===== src/stbs_pkg.sv =====
// ----------------------------------------------------------------------------
// stbs_pkg
// Shared types and constants for the sorted store with binary search:
// item mode codes, read address selects and the controller/datapath buses.
// ----------------------------------------------------------------------------
package stbs_pkg;

    // default store depth
    localparam int STBS_MAX_ITEMS = 16;

    // widths of the result fields
    localparam int POS_W   = 4;
    localparam int PROBE_W = 3;

    // item mode codes
    localparam logic [1:0] MODE_LOAD   = 2'd0;
    localparam logic [1:0] MODE_SEARCH = 2'd1;
    localparam logic [1:0] MODE_CLEAR  = 2'd2;

    // read address select for the store
    typedef enum logic [1:0] {
        ADDR_I,
        ADDR_J,
        ADDR_JN,
        ADDR_MID
    } t_addr_sel;

    // commands from the controller to the datapath
    typedef struct packed {
        logic      load;
        logic      clear;
        logic      search_start;
        logic      row_start;
        logic      load_vi;
        logic      cmp_step;
        logic      write_i;
        logic      set_sorted;
        logic      probe;
        logic      probe_cmp;
        logic      emit;
        t_addr_sel addr_sel;
    } t_cmd;

    // status from the datapath to the controller
    typedef struct packed {
        logic sorted;
        logic rows_done;
        logic j_last;
        logic range_empty;
        logic key_eq;
        logic out_free;
    } t_status;

endpackage


===== src/stbs_ctrl.sv =====
// ----------------------------------------------------------------------------
// stbs_ctrl
// Sequencer for the sorted store: decodes requests, steps the exchange sort
// row by row, runs the probe loop of the binary search, hands off results.
// ----------------------------------------------------------------------------
module stbs_ctrl (
    input  logic              i_clk,
    input  logic              i_rst_n,
    input  logic              i_in_valid,
    input  logic [1:0]        i_mode,
    input  stbs_pkg::t_status i_status,
    output logic              o_in_stall,
    output stbs_pkg::t_cmd    o_cmd
);
    import stbs_pkg::*;

    typedef enum logic [2:0] {
        S_IDLE,
        S_SORT_RD_I,
        S_SORT_LD_I,
        S_SORT_CMP,
        S_SORT_WR_I,
        S_PROBE,
        S_PROBE_CMP,
        S_EMIT
    } t_state;

    t_state r_state;
    t_state n_state;
    logic   accept;

    assign o_in_stall = (r_state != S_IDLE);
    assign accept     = i_in_valid && !o_in_stall;

    // next state and commands
    always_comb begin
        n_state = r_state;
        o_cmd   = '0;
        unique case (r_state)
            S_IDLE: begin
                if (accept) begin
                    unique case (i_mode)
                        MODE_LOAD: begin
                            o_cmd.load = 1'b1;
                            n_state    = S_EMIT;
                        end
                        MODE_SEARCH: begin
                            o_cmd.search_start = 1'b1;
                            n_state = i_status.sorted ? S_PROBE : S_SORT_RD_I;
                        end
                        MODE_CLEAR: begin
                            o_cmd.clear = 1'b1;
                        end
                        default: begin
                        end
                    endcase
                end
            end
            S_SORT_RD_I: begin
                if (i_status.rows_done) begin
                    o_cmd.set_sorted = 1'b1;
                    n_state          = S_PROBE;
                end else begin
                    o_cmd.addr_sel  = ADDR_I;
                    o_cmd.row_start = 1'b1;
                    n_state         = S_SORT_LD_I;
                end
            end
            S_SORT_LD_I: begin
                o_cmd.load_vi  = 1'b1;
                o_cmd.addr_sel = ADDR_J;
                n_state        = S_SORT_CMP;
            end
            S_SORT_CMP: begin
                o_cmd.cmp_step = 1'b1;
                o_cmd.addr_sel = ADDR_JN;
                if (i_status.j_last) begin
                    n_state = S_SORT_WR_I;
                end
            end
            S_SORT_WR_I: begin
                o_cmd.write_i = 1'b1;
                n_state       = S_SORT_RD_I;
            end
            S_PROBE: begin
                if (i_status.range_empty) begin
                    n_state = S_EMIT;
                end else begin
                    o_cmd.probe    = 1'b1;
                    o_cmd.addr_sel = ADDR_MID;
                    n_state        = S_PROBE_CMP;
                end
            end
            S_PROBE_CMP: begin
                o_cmd.probe_cmp = 1'b1;
                n_state = i_status.key_eq ? S_EMIT : S_PROBE;
            end
            S_EMIT: begin
                if (i_status.out_free) begin
                    o_cmd.emit = 1'b1;
                    n_state    = S_IDLE;
                end
            end
            default: begin
                n_state = S_IDLE;
            end
        endcase
    end

    // state register
    always_ff @(posedge i_clk) begin
        if (!i_rst_n) begin
            r_state <= S_IDLE;
        end else begin
            r_state <= n_state;
        end
    end

endmodule


===== src/stbs_dp.sv =====
// ----------------------------------------------------------------------------
// stbs_dp
// Datapath of the sorted store: value memory with registered read, sort
// indexes and running minimum, search bounds, result and output registers.
// ----------------------------------------------------------------------------
module stbs_dp #(
    parameter int MAX_ITEMS = stbs_pkg::STBS_MAX_ITEMS
) (
    input  logic                          i_clk,
    input  logic                          i_rst_n,
    input  stbs_pkg::t_cmd                i_cmd,
    input  logic signed [31:0]            i_value,
    input  logic                          i_out_stall,
    output stbs_pkg::t_status             o_status,
    output logic                          o_out_valid,
    output logic                          o_found,
    output logic [stbs_pkg::POS_W-1:0]    o_position,
    output logic [stbs_pkg::PROBE_W-1:0]  o_probes,
    output logic                          o_dropped
);
    import stbs_pkg::*;

    localparam int AW = (MAX_ITEMS > 1) ? $clog2(MAX_ITEMS) : 1;
    localparam int CW = $clog2(MAX_ITEMS + 1);
    localparam logic [CW-1:0] FULL_COUNT = CW'(MAX_ITEMS);

    // value store
    logic signed [31:0] r_mem [MAX_ITEMS];
    logic signed [31:0] r_rdata;

    // control state
    logic [CW-1:0] r_fill;
    logic          r_sorted;
    logic          r_full_seen;
    logic          r_out_valid;

    // working registers
    logic [AW-1:0]        r_i;
    logic [AW-1:0]        r_j;
    logic signed [31:0]   r_vi;
    logic signed [31:0]   r_key;
    logic [CW-1:0]        r_lo;
    logic [CW-1:0]        r_hi;
    logic [AW-1:0]        r_mid;
    logic [PROBE_W-1:0]   r_count;
    logic                 r_hit;
    logic                 r_drop;
    logic                 r_found_q;
    logic [POS_W-1:0]     r_pos_q;
    logic [PROBE_W-1:0]   r_probes_q;
    logic                 r_drop_q;

    logic                 full;
    logic [CW-1:0]        mid_full;
    logic [AW-1:0]        mid;
    logic [AW-1:0]        rd_addr;
    logic                 we;
    logic [AW-1:0]        waddr;
    logic signed [31:0]   wdata;
    logic                 swap;
    logic [AW+POS_W-1:0]  mid_ext;

    assign full     = (r_fill == FULL_COUNT);
    assign mid_full = r_lo + ((r_hi - r_lo) >> 1);
    assign mid      = mid_full[AW-1:0];
    assign swap     = (r_rdata < r_vi);
    assign mid_ext  = {{POS_W{1'b0}}, r_mid};

    // status to the controller
    assign o_status.sorted      = r_sorted;
    assign o_status.rows_done   = (CW'(r_i) + CW'(1)) >= r_fill;
    assign o_status.j_last      = (CW'(r_j) + CW'(1)) == r_fill;
    assign o_status.range_empty = !(r_lo < r_hi);
    assign o_status.key_eq      = (r_rdata == r_key);
    assign o_status.out_free    = !r_out_valid || !i_out_stall;

    // read address select
    always_comb begin
        case (i_cmd.addr_sel)
            ADDR_I:   rd_addr = r_i;
            ADDR_J:   rd_addr = r_j;
            ADDR_JN:  rd_addr = r_j + AW'(1);
            ADDR_MID: rd_addr = mid;
            default:  rd_addr = r_i;
        endcase
    end

    // single write port
    always_comb begin
        we    = 1'b0;
        waddr = r_i;
        wdata = r_vi;
        if (i_cmd.load && !full) begin
            we    = 1'b1;
            waddr = r_fill[AW-1:0];
            wdata = i_value;
        end else if (i_cmd.cmp_step && swap) begin
            we    = 1'b1;
            waddr = r_j;
            wdata = r_vi;
        end else if (i_cmd.write_i) begin
            we    = 1'b1;
            waddr = r_i;
            wdata = r_vi;
        end
    end

    // memory with registered read
    always_ff @(posedge i_clk) begin
        if (we) begin
            r_mem[waddr] <= wdata;
        end
        r_rdata <= r_mem[rd_addr];
    end

    // fill count and flags
    always_ff @(posedge i_clk) begin
        if (!i_rst_n) begin
            r_fill      <= '0;
            r_sorted    <= 1'b0;
            r_full_seen <= 1'b0;
        end else if (i_cmd.clear) begin
            r_fill      <= '0;
            r_sorted    <= 1'b0;
            r_full_seen <= 1'b0;
        end else if (i_cmd.load) begin
            if (full) begin
                r_full_seen <= 1'b1;
            end else begin
                r_fill   <= r_fill + CW'(1);
                r_sorted <= 1'b0;
            end
        end else if (i_cmd.set_sorted) begin
            r_sorted <= 1'b1;
        end
    end

    // sort indexes and running minimum of the row
    always_ff @(posedge i_clk) begin
        if (i_cmd.search_start) begin
            r_i <= '0;
        end else if (i_cmd.write_i) begin
            r_i <= r_i + AW'(1);
        end
        if (i_cmd.row_start) begin
            r_j <= r_i + AW'(1);
        end else if (i_cmd.cmp_step) begin
            r_j <= r_j + AW'(1);
        end
        if (i_cmd.load_vi) begin
            r_vi <= r_rdata;
        end else if (i_cmd.cmp_step && swap) begin
            r_vi <= r_rdata;
        end
    end

    // search bounds and result
    always_ff @(posedge i_clk) begin
        if (i_cmd.load) begin
            r_hit   <= 1'b0;
            r_mid   <= '0;
            r_count <= '0;
            r_drop  <= full;
        end else if (i_cmd.search_start) begin
            r_key   <= i_value;
            r_lo    <= '0;
            r_hi    <= r_fill;
            r_hit   <= 1'b0;
            r_mid   <= '0;
            r_count <= '0;
            r_drop  <= r_full_seen;
        end else if (i_cmd.probe) begin
            r_mid   <= mid;
            r_count <= r_count + PROBE_W'(1);
        end else if (i_cmd.probe_cmp) begin
            if (r_rdata == r_key) begin
                r_hit <= 1'b1;
            end else if (r_key < r_rdata) begin
                r_hi <= CW'(r_mid);
            end else begin
                r_lo <= CW'(r_mid) + CW'(1);
            end
        end
    end

    // output register
    always_ff @(posedge i_clk) begin
        if (!i_rst_n) begin
            r_out_valid <= 1'b0;
        end else if (i_cmd.emit) begin
            r_out_valid <= 1'b1;
        end else if (!i_out_stall) begin
            r_out_valid <= 1'b0;
        end
    end

    always_ff @(posedge i_clk) begin
        if (i_cmd.emit) begin
            r_found_q  <= r_hit;
            r_pos_q    <= mid_ext[POS_W-1:0];
            r_probes_q <= r_count;
            r_drop_q   <= r_drop;
        end
    end

    assign o_out_valid = r_out_valid;
    assign o_found     = r_found_q;
    assign o_position  = r_pos_q;
    assign o_probes    = r_probes_q;
    assign o_dropped   = r_drop_q;

endmodule


===== src/sort_then_binary_search.sv =====
// ----------------------------------------------------------------------------
// sort_then_binary_search
// Store of signed 32-bit values with a lazy exchange sort and binary search.
// ----------------------------------------------------------------------------
// Input channel: i_in_valid / o_in_stall with i_mode and i_value. A request
// is taken when valid is high and stall is low. Mode load appends i_value
// (refused when the store is full), mode search looks up the key i_value,
// mode clear empties the store, the unused code is ignored.
// Output channel: o_out_valid / i_out_stall with o_found, o_position,
// o_probes and o_dropped. Load and search give one result, clear none.
// A load goes to the hand-off state and its result is then registered in
// the output register. A search on a sorted store runs a probe state and a
// compare state for each probe, then the hand-off state. The first search
// after a load that stored a value runs the exchange sort first: per row a
// read, a load and a write state, plus a compare state per compare. The
// single write port and registered read of the store set this sequence.
// One request is worked at a time; the next one is taken while the last
// result still waits in the output register. A stalled result holds and
// the block waits in its hand-off state until the register frees.
// Reset empties the store and clears the flags; no clearing pass is needed.
// ----------------------------------------------------------------------------
module sort_then_binary_search #(
    parameter int MAX_ITEMS = stbs_pkg::STBS_MAX_ITEMS
) (
    input  logic                          i_clk,
    input  logic                          i_rst_n,
    input  logic                          i_in_valid,
    output logic                          o_in_stall,
    input  logic [1:0]                    i_mode,
    input  logic signed [31:0]            i_value,
    output logic                          o_out_valid,
    input  logic                          i_out_stall,
    output logic                          o_found,
    output logic [stbs_pkg::POS_W-1:0]    o_position,
    output logic [stbs_pkg::PROBE_W-1:0]  o_probes,
    output logic                          o_dropped
);
    import stbs_pkg::*;

    t_cmd    cmd;
    t_status status;

    // controller
    stbs_ctrl u_ctrl (
        .i_clk      (i_clk),
        .i_rst_n    (i_rst_n),
        .i_in_valid (i_in_valid),
        .i_mode     (i_mode),
        .i_status   (status),
        .o_in_stall (o_in_stall),
        .o_cmd      (cmd)
    );

    // datapath
    stbs_dp #(
        .MAX_ITEMS (MAX_ITEMS)
    ) u_dp (
        .i_clk       (i_clk),
        .i_rst_n     (i_rst_n),
        .i_cmd       (cmd),
        .i_value     (i_value),
        .i_out_stall (i_out_stall),
        .o_status    (status),
        .o_out_valid (o_out_valid),
        .o_found     (o_found),
        .o_position  (o_position),
        .o_probes    (o_probes),
        .o_dropped   (o_dropped)
    );

endmodule


===== config.mk =====
export PLATFORM = sky130hd
export DESIGN_NAME = sort_then_binary_search
export DESIGN_NICKNAME = d
export VERILOG_FILES = /design/src/stbs_pkg.sv /design/src/stbs_ctrl.sv /design/src/stbs_dp.sv /design/src/sort_then_binary_search.sv
export SDC_FILE = /design/constraint.sdc
export NUM_CORES = 1
export LEC_CHECK = 0
export ABC_AREA = 1
export BUFFER_PORTS_ARGS = -buffer_cell sky130_fd_sc_hd__clkbuf_2
export CORE_MARGIN = 2
export CORE_UTILIZATION = 45
export CTS_CLUSTER_DIAMETER = 30
export DETAILED_ROUTE_END_ITERATION = 8
export PLACE_DENSITY_LB_ADDON = 0.15
export SYNTH_ARGS = -nofsm -noshare
export SYNTH_HDL_FRONTEND = slang
export SYNTH_SLANG_ARGS = --single-unit

===== constraint.sdc =====
create_clock -name i_clk -period 4.9 [get_ports i_clk]
set_input_delay 0.49 -clock i_clk [delete_from_list [all_inputs] [get_ports i_clk]]
set_output_delay 0.49 -clock i_clk [all_outputs]
set_load 0.05 [all_outputs]

* Word level (Yosys, flattened, before mapping) *
Memory sizes are Yosys's and may differ from the RTL's. A register that Yosys moved wholly into a read port is not among the register bits.
Cells that the tools add are included.

operators by class
  $add $sub $neg = 9
  bitwise operators = 4
  shift operators = 0
  equality and inequality tests = 24
  mux-type cells = 57
  reductions and logical operators = 28
  $mul = 0
  div/mod/pow operators = 0
  order comparisons = 4

operators with widths
  cell                                                   count
  2-to-1 mux 32 bit                                      3
  < comparator 32 bit                                    2
  2-to-1 mux 5 bit                                       9
  equality test 32 bit                                   1
  2-to-1 mux 1 bit                                       28
  case mux 3 bit (8 select lines)                        1
  2-to-1 mux 3 bit                                       7
  2-to-1 mux 4 bit                                       4
  case mux 4 bit (4 select lines)                        1
  adder 4 x 1 -> 5 bit, second input constant            3
  equality test 3 bit, second input constant             4
  nonzero test 2 bit                                     6
  inequality test 2 bit, second input constant           5
  AND reduction 5 bit                                    2
  adder 4 x 1 -> 4 bit, second input constant            2
  AND reduction 2 bit                                    4
  equality test 2 bit, second input constant             3
  equality test 3 x 2 -> 1 bit, second input constant    2
  inequality test 2 x 1 -> 1 bit, second input constant  3
  case mux 2 bit (3 select lines)                        1
  case mux 3 bit (2 select lines)                        1
  adder 5 x 1 -> 5 bit, second input constant            1
  equality test 5 bit                                    1
  equality test 5 bit, second input constant             1
  19 further kinds                                       31

storage, ports and cells
  memories kept = 1
  bits in latches = 0
  memory bits (read-only) = 0
  word-level logic and storage cells = 146
  input port bits = 38
  bits in writable memories = 512
  flip-flop bits (word level) = 111

memory list
  memory      depth  width  rd ports  clocked after Yosys merged registers in  write ports  RTL line       RTL
  u_dp.r_mem  16     32     1         1                                        1            stbs_dp.sv:28  logic signed [31:0] r_mem [MAX_ITEMS];

* Logic depth before layout (Yosys ltp) *
Gate-level depths: netlist (run 1).

  depth in word-level cells = 9
  depth in mapped cells = 20

* Hierarchy *
From an unflattened synthesis (run 1), not the netlist that was laid out.

unflattened totals
  cells, all modules = 2376
  area, all modules = 28085.7 um^2

modules (own cells, without submodules)
  module     area each (um^2)  cells each  times used
  stbs_dp    27729.1           2312        1
  stbs_ctrl  356.6             64          1

* Least setup slack after synthesis (run 1) *
No wires, ideal clock.

  path kind = reg-to-reg
  start = reg u_ctrl.r_state[1]
  end = mem u_dp.r_mem[12][0], enable pin
  required time = 4.479 ns
  stages on the path, launching flop included = 12
  library setup time = 0.421 ns
  path slack = 1.038 ns
  arrival = 3.441 ns
  cells stage by stage = dfxtp_1 nor2_1 nand2_1 nor2_4 inv_2 nor2_1 inv_1 nor2_2 inv_1 nand3_1 nand3_1 nor2_1

on the way
  cells in the longest elaborated chain, start to end = 9

RTL lines
  element                                 RTL line                       RTL
  from (decl)                             stbs_ctrl.sv:28                t_state r_state;
  from (signal assigned)                  stbs_ctrl.sv:115               r_state <= n_state;
  nonzero test 3 bit (*)                  stbs_ctrl.sv:32                assign o_in_stall = (r_state != S_IDLE);
  via o_in_stall                          sort_then_binary_search.sv:28  output logic o_in_stall,
  zero test 1 bit (*)                     stbs_ctrl.sv:33                assign accept = i_in_valid && !o_in_stall;
  logical AND 1 bit (*)                   stbs_ctrl.sv:33
  2-to-1 mux 3 bit (*)                    stbs_ctrl.sv:41                if (accept) begin
  2-to-1 mux 3 bit (*)                    stbs_ctrl.sv:39                unique case (r_state)
  logical AND 1 bit (*)                   stbs_dp.sv:93                  if (i_cmd.load && !full) begin
  2-to-1 mux 1 bit                        stbs_dp.sv:93
  2-to-1 mux 1 bit                        stbs_dp.sv:110                 if (we) begin
  2-to-1 mux 1 bit (not written as such)  stbs_dp.sv:111                 r_mem[waddr] <= wdata;
  to (decl)                               stbs_dp.sv:28

Mark *: on every way through the listed nets, which the timed path passes. The rest lies on a longest branch.

* Final worst setup path (run 1) *
  start = reg u_dp.r_lo[0]
  end = reg u_dp.r_rdata[8] (read register of u_dp.r_mem)

on the way
  cells in the longest elaborated chain, start to end = 5

RTL lines
  element                                            RTL line         RTL
  from (decl)                                        stbs_dp.sv:42    logic [CW-1:0] r_lo;
  from (signal assigned)                             stbs_dp.sv:181   r_lo <= CW'(r_mid) + CW'(1);
  < comparator 5 bit                                 stbs_dp.sv:73    assign o_status.range_empty = !(r_lo < r_hi);
  2-to-1 mux 2 bit                                   stbs_ctrl.sv:86  if (i_status.range_empty) begin
  case mux 2 bit (3 select lines)                    stbs_ctrl.sv:39
  equality test 2 bit, or another cell as far along  stbs_dp.sv:79    case (i_cmd.addr_sel)
  case mux 4 bit (4 select lines) (*)                stbs_dp.sv:79
  to (decl)                                          stbs_dp.sv:29    logic signed [31:0] r_rdata;

Mark *: on every way between the ends. The rest lies on a longest branch, timed or not.
A chain may end at the register's enable or synchronous reset.

==> flow_metrics.tcl, run 1 <==
set metrics [dict create \
    crit_arrival_ps 4590 \
    chipWidth_um 260 \
    critPathLaunch "u_dp.r_lo[0]$_SDFFCE_PP0P_" \
    cts_tree "done" \
    dp.final_hpwl_um 43200 \
    post-route-period-util 0.819 \
    synth.area.top_cells "edfxtp_1, nand3_1, nand2_1" \
    crit_type "reg -> reg" \
    max_cap_viol_count 0 \
    clkLatencyLatePin_ps 710 \
    clock-root-buffer "clkbuf_16" \
    groute.usage.overall 0.242 \
    tns_ps 0 \
    period_minus_slack_ps 4010 \
    ys_ff_latch 655 \
    hold_path_depth 1 \
    end_kind "flip-flop" \
    worst_pin_slew_ps 1370 \
    yosysWarningCount 0 \
    p_comb_frac 0.362 \
    drtIter0Drc 1923 \
    post-route-drc-count 0 \
    dr.pass1.iters 6 \
    required_ps 5480 \
    finalPower_mw 26.5 \
    ys.flop_type "edfxtp_1" \
    instances_no_fill 3807 \
    finalSetupViolations 0 \
    syn2layout_area_growth_pct 21.5 \
    clk_pin_slew_worst_paths_ps 50 \
    initial_core_util 0.457 \
    postSynthAreaPerCell_um2 10.9 \
    fin_skew_ps 30.1 \
    critPathMaxFanout 42 \
    seqPwrFrac 0.290 \
    slowest_stage "inv_2" \
    internal-power_mw 16.4 \
    yosys.area.top_type_share 0.611 \
    slew-limit-headroom 0.0830 \
    r2r_slack_ps 890 \
    rr_startpoint "u_dp.r_lo[0]$_SDFFCE_PP0P_" \
    startpoint_type "flip-flop" \
    die_area_um2 67600 \
    final_max_slew_viol_count 0 \
    ys_seq_area_frac 0.648 \
    drive_above_1_share 0.127 \
    grt_max_degree 149 \
    post_cts_buffers 0 \
    whs_endpoint "u_dp.r_key[1]$_DFFE_PP_" \
    synth.top_cells.by_count "edfxtp_1, nand2_1, nand3_1" \
    pwr-share-clk 0.348 \
    gp_congestion 0.844 \
    grt_pass1_vias 20200 \
    status "completed" \
    synth_most_common_cell "edfxtp_1" \
    path_buf_inv 3 \
    power_density_nw_per_um2 740 \
    r2r_end "u_dp.r_rdata[8]$_DFF_P_" \
    reg2reg_depth 13 \
    antenna_found_initial 0 \
    synth_area_leader_cell "edfxtp_1" \
    synth.net_count 2827 \
    async_flop_share 0 \
    totalWireLength_um 80900 \
    vias_per_cell 5.36 \
    die_height_um 260 \
    top_level_ports 49 \
    portBuffers 48 \
    n_antenna_cell 0 \
    cts.sinks 655 \
    crit_family "buffers and inverters" \
    place_inst 3537 \
    wl_per_cell_um 21.3 \
    rows 93 \
    synth_cell_type_count 40 \
    path_cells "ha_1, fa_1, xnor2_1, inv_1, fa_1, xnor2_1, nand2_1, a31oi_4, inv_2, buf_4, nand3_1, nand3_1, nand2_1" \
    slowest_delay_ps 900 \
    hold_class "in -> reg" \
    power.switching_mw 10.1 \
    cts_max_path_buffers 3 \
    fin_nets 2965 \
    syn_inst 2705 \
    synth-edff-count 600 \
    holdCritStartpoint "i_value[1]" \
    timing.fmax_mhz 249 \
    p_leak_nw 14.5 \
    swShare 0.381 \
    ir_drop_mv 0.715 \
    setup_slack_ps 885 \
    numCtsBuffers 138 \
    final_hold_viol_count 0 \
    core_um2 64600 \
    num_vias 20400 \
    dp_slack_ps 890 \
    syn_area_um2 29500 \
    grt_pass1_wl_um 122000 \
    grt_setup_unrepaired "no" \
    ant_nets 0 \
    overflow 0 \
    htreeDepth 4 \
]
-- metal layers --
| metal | wire length [um] | track usage | share of wire | up-vias |
|---|---|---|---|---|
| li1 | - | - | - | 9640 |
| met1 | 35800 | 0.334 | 0.44 | 9929 |
| met2 | 37800 | 0.382 | 0.47 | 709 |
| met3 | 5360 | 0.0465 | 0.066 | 141 |
| met4 | 2020 | 0.0924 | 0.025 | 0 |
| met5 | 0 | 0 | 0 | - |
-- what timing repair did --
action                                 4_1_cts  5_1_grt
hold buffers                                21        0
gates resized for setup                      0        0
endpoints found under the hold margin       21        0
-- placed cells by master, fill, tap and decap left out, drive strengths merged, types with 4 or more instances in the layout --
cell	synthesis	final
nand3b	192	192
xor2	9	9
nand2	579	579
bufinv	0	17
o21ai	63	63
xnor2	4	4
dlygate4sd3	0	21
clkbuf	16	226
clkinv	0	36
edfxtp	600	600
clkinvlp	0	11
nor2	55	55
a21oi	51	51
nand4	14	14
buf	125	70
dfxtp	55	55
nand3	479	479
ha	82	82
inv	338	345
nor3	16	16
o21a	6	6
-- how the worst max path moves through the flow --
stage                     depth (start not counted)  slack [ps]                     endpoint
after floorplan                                  11        1040  u_dp.r_mem[12][0]$_DFFE_PP_
after global placement                           13        1000      u_dp.r_rdata[8]$_DFF_P_
after detailed placement                         13         890      u_dp.r_rdata[9]$_DFF_P_
after CTS                                        13         860      u_dp.r_rdata[8]$_DFF_P_
after global routing                             13         690      u_dp.r_rdata[7]$_DFF_P_
final                                            13         890      u_dp.r_rdata[8]$_DFF_P_
-- layout make-up --
class	count	area, um2
fillers	5498	28700
flip-flops and latches	655	19100
multi-input cells	1571	8590
clock buffers	178	3800
inverters	338	1270
repair buffers	139	1140
well taps	855	1070
clock inverters	71	860
-- worst register-to-register path, stage by stage (launching register included) --
cell and delay [ps]:
edfxtp_1 390, ha_1 250, fa_1 470, xnor2_1 230
inv_1 90, fa_1 430, xnor2_1 130, nand2_1 120
a31oi_4 110, inv_2 900, buf_4 470, nand3_1 150
nand3_1 100, nand2_1 60
-- stage by stage --
stage | hold WS, ps | util | cell area (um2)
6_report | 40.2 | 0.555 | 35800
3_5_place_dp | 439 | 0.480 | 31000
5_1_grt | 11.3 | 0.555 | 35800
2_1_floorplan | 400 | - | 29500
4_1_cts | 0.00883 | 0.555 | 35800
3_3_place_gp | 434 | 0.480 | 31000
-- flip-flops by register name, summed over array words and instances, names as in the netlist --
name / flops
u_dp.r_mem: 512
u_dp.r_key: 32
u_dp.r_rdata: 32
u_dp.r_vi: 32
u_dp.r_fill: 5
u_dp.r_hi: 5
u_dp.r_lo: 5
u_dp.o_position: 4
u_dp.r_i: 4
u_dp.r_j: 4
u_dp.r_mid: 4
u_ctrl.r_state: 3
u_dp.o_probes: 3
u_dp.r_count: 3
u_dp.o_dropped: 1
u_dp.o_found: 1
u_dp.o_out_valid: 1
u_dp.r_drop: 1
u_dp.r_full_seen: 1
u_dp.r_hit: 1
u_dp.r_sorted: 1
-- cells by family after synthesis --
family	synth area share
fa+ha+maj	0.0361
buf+inv	0.0677
flops	0.648
simple gates	0.220
compound gates	0.0246
xor+xnor	0.00386
-- power by group through the flow --
stage                     clock, mW  combinational [mW]  sequential (mW)
final                          9.23                9.59             7.69
after CTS                      9.37                9.58             7.68
after global routing           9.63                10.6             7.74
after detailed placement          0                9.51             7.78
after global placement            0                9.39             7.77
after floorplan                   0                6.57             7.66
Power figures use the tool's default switching activity.
==> inputs of run 2 (changes only) <==
- clock period: 4.9 -> 3.3 ns (I/O delays scaled with it)
==> run 2 against run 1 <==
Net effect:
- register-to-register slack worse by 800 ps
- power increased by 60%
- clock-buffer cell count rose by 4
- clock skew decreased by 1.8 ps
- hold slack improved by 5.1 ps
- cell count is 4.1% higher
- sequential cell count unchanged
- highest routed layer unchanged
- non-clock buffer count up 152
- first-iteration DRC count rose by 12%
- critical path depth is 4 higher
- die area stayed put
- utilization up 3.9 points
==> flow_metrics.tcl, run 2 (synthesis results as in run 1) <==
set metrics [dict create \
    vias_per_cell 5.38 \
    cts_tree "done" \
    core_um2 64600 \
    pwr-share-clk 0.320 \
    crit_type "reg -> reg" \
    startpoint_type "flip-flop" \
    critPathMaxFanout 8 \
    required_ps 3880 \
    final_hold_viol_count 0 \
    initial_core_util 0.457 \
    p_leak_nw 15.6 \
    syn2layout_area_growth_pct 30.1 \
    cts_max_path_buffers 3 \
    finalPower_mw 42.5 \
    end_kind "flip-flop" \
    groute.usage.overall 0.243 \
    clk_pin_slew_worst_paths_ps 50 \
    antenna_found_initial 0 \
    largest_reg_flops 512 \
    num_vias 21300 \
    grt_pass1_vias 21200 \
    fin_nets 3119 \
    crit_family "buffers and inverters" \
    dr.pass1.iters 6 \
    numCtsBuffers 140 \
    drtIter0Drc 2156 \
    post-route-period-util 0.974 \
    top_level_ports 49 \
    fin_skew_ps 28.3 \
    regMostFlops "u_dp.r_mem" \
    mostFrequentLayoutCell "edfxtp_1" \
    top_layer "met4" \
    portBuffers 48 \
    power_density_nw_per_um2 1110 \
    status "completed" \
    dp.final_hpwl_um 49100 \
    internal-power_mw 26.3 \
    cp_common_cell "nand2_1" \
    period_minus_slack_ps 3210 \
    ir_drop_mv 1.07 \
    path_buf_inv 4 \
    seqPwrFrac 0.268 \
    finalSetupViolations 0 \
    grt_pass1_wl_um 125000 \
    drt-met1-wl_um 37000 \
    clock-root-buffer "clkbuf_16" \
    chipWidth_um 260 \
    power.switching_mw 16.2 \
    most-common-layout-cells "edfxtp_1, nand2_1, nand3_1, inv_1, nand3b_1" \
    max_cap_viol_count 0 \
    clkLatencyLatePin_ps 710 \
    worst_pin_slew_ps 824 \
    slowest_delay_ps 410 \
    final_max_slew_viol_count 0 \
    totalWireLength_um 86000 \
    swShare 0.381 \
    hold_class "in -> reg" \
    n_antenna_cell 0 \
    slowest_stage "edfxtp_1" \
    drive_above_1_share 0.178 \
    wl_met2_um 40400 \
    gp_congestion 0.870 \
    die_height_um 260 \
    rows 93 \
    crit_arrival_ps 3790 \
    ant_nets 0 \
    hold_slack_ps 45.3 \
    p_comb_frac 0.411 \
    path_cells "inv_2, ha_1, nand2_2, o21ai_2, xor2_1, ha_1, buf_4, nand2_1, o21ai_1, xor2_1, nand2_1, o2111ai_2, o21ai_4, clkinvlp_4, clkbuf_16, nand3_1, nand2_1" \
    die_area_um2 67600 \
    overflow 0 \
    cts.sinks 655 \
    timing.fmax_mhz 311 \
    grt_max_degree 99 \
    htreeDepth 4 \
    slew-limit-headroom 0.448 \
    met3_length_um 6180 \
    post-route-drc-count 0 \
    wl_per_cell_um 21.7 \
]
[run 2: changes by cell type in the layout (fill, tap and decap cells not counted), sizes merged]
cell,previous run,this run
bufinv,17,14
clkbuf,226,247
buf,70,191
inv,345,340
dlygate4sd3,21,35
clkinv,36,45
[run 2: worst paths after layout]
path	start	end	slack, ps	cells past startpoint
max reg2reg	u_dp.r_lo[1]$_SDFFCE_PP0P_	u_dp.r_rdata[2]$_DFF_P_	90	17
min	i_out_stall	u_ctrl.r_state[2]$_SDFFE_PN0P_	50	5
min reg2reg	u_dp.r_drop$_DFFE_PP_	u_dp.o_dropped$_DFFE_PP_	420	0
max	u_dp.r_lo[1]$_SDFFCE_PP0P_	u_dp.r_rdata[2]$_DFF_P_	90	17
[run 2: power by group through the flow]
stage                     Sequential, mW  Combinational [mW]  Clock (mW)
final                               11.4                17.5        13.6
after global routing                11.5                19.1        14.2
after CTS                           11.4                15.9        13.8
after detailed placement            11.5                15.7           0
after global placement              11.5                15.6           0
after floorplan                     11.4                9.80           0
[run 2: through the flow]
stage / TNS, ps / worst slack (ps) / cell area [um2] / instances / util
global placement: -8700 / -106 / 32400 / 3633 / 0.501
finish: 0 / 85.1 / 38400 / 3964 / 0.594
detailed placement: -19170 / -112 / 32400 / 3633 / 0.501
global route: -1100 / -27.6 / 38400 / 3964 / 0.594
CTS: 0 / 13.0 / 37400 / 3928 / 0.579
floorplan: -45720 / -104 / 29500 / 2705 / -
[run 2: per-layer routing]
metal / global-route usage / vias up
li1: - / 9964
met1: 0.330 / 10300
met2: 0.390 / 830
met3: 0.0451 / 173
met4: 0.0888 / 0
met5: 0 / -
[run 2: timing repair]
item,4_1_cts,5_1_grt
buffers inserted,6,17
gates resized for setup,5,69
pin swaps,6,21
endpoints found under the hold margin,37,0
hold buffers,35,0
gates cloned,0,19
endpoints found under the setup margin,510,544
[run 2: worst reg2reg max path, cell delays in order (launching register included)]
cell and delay [ps]:
edfxtp_1 410, inv_2 70, ha_1 290, nand2_2 70, o21ai_2 180, xor2_1 180
ha_1 280, buf_4 160, nand2_1 60, o21ai_1 60, xor2_1 160, nand2_1 120
o2111ai_2 150, o21ai_4 130, clkinvlp_4 310, clkbuf_16 300, nand3_1 100, nand2_1 50
[run 2: area by class of cell]
cell class	count	area [um2]
clock buffers	182	3840
well taps	855	1070
inverters	338	1280
flip-flops and latches	655	19100
multi-input cells	1571	8760
clock inverters	72	786
repair buffers	291	3500
fillers	5220	26200
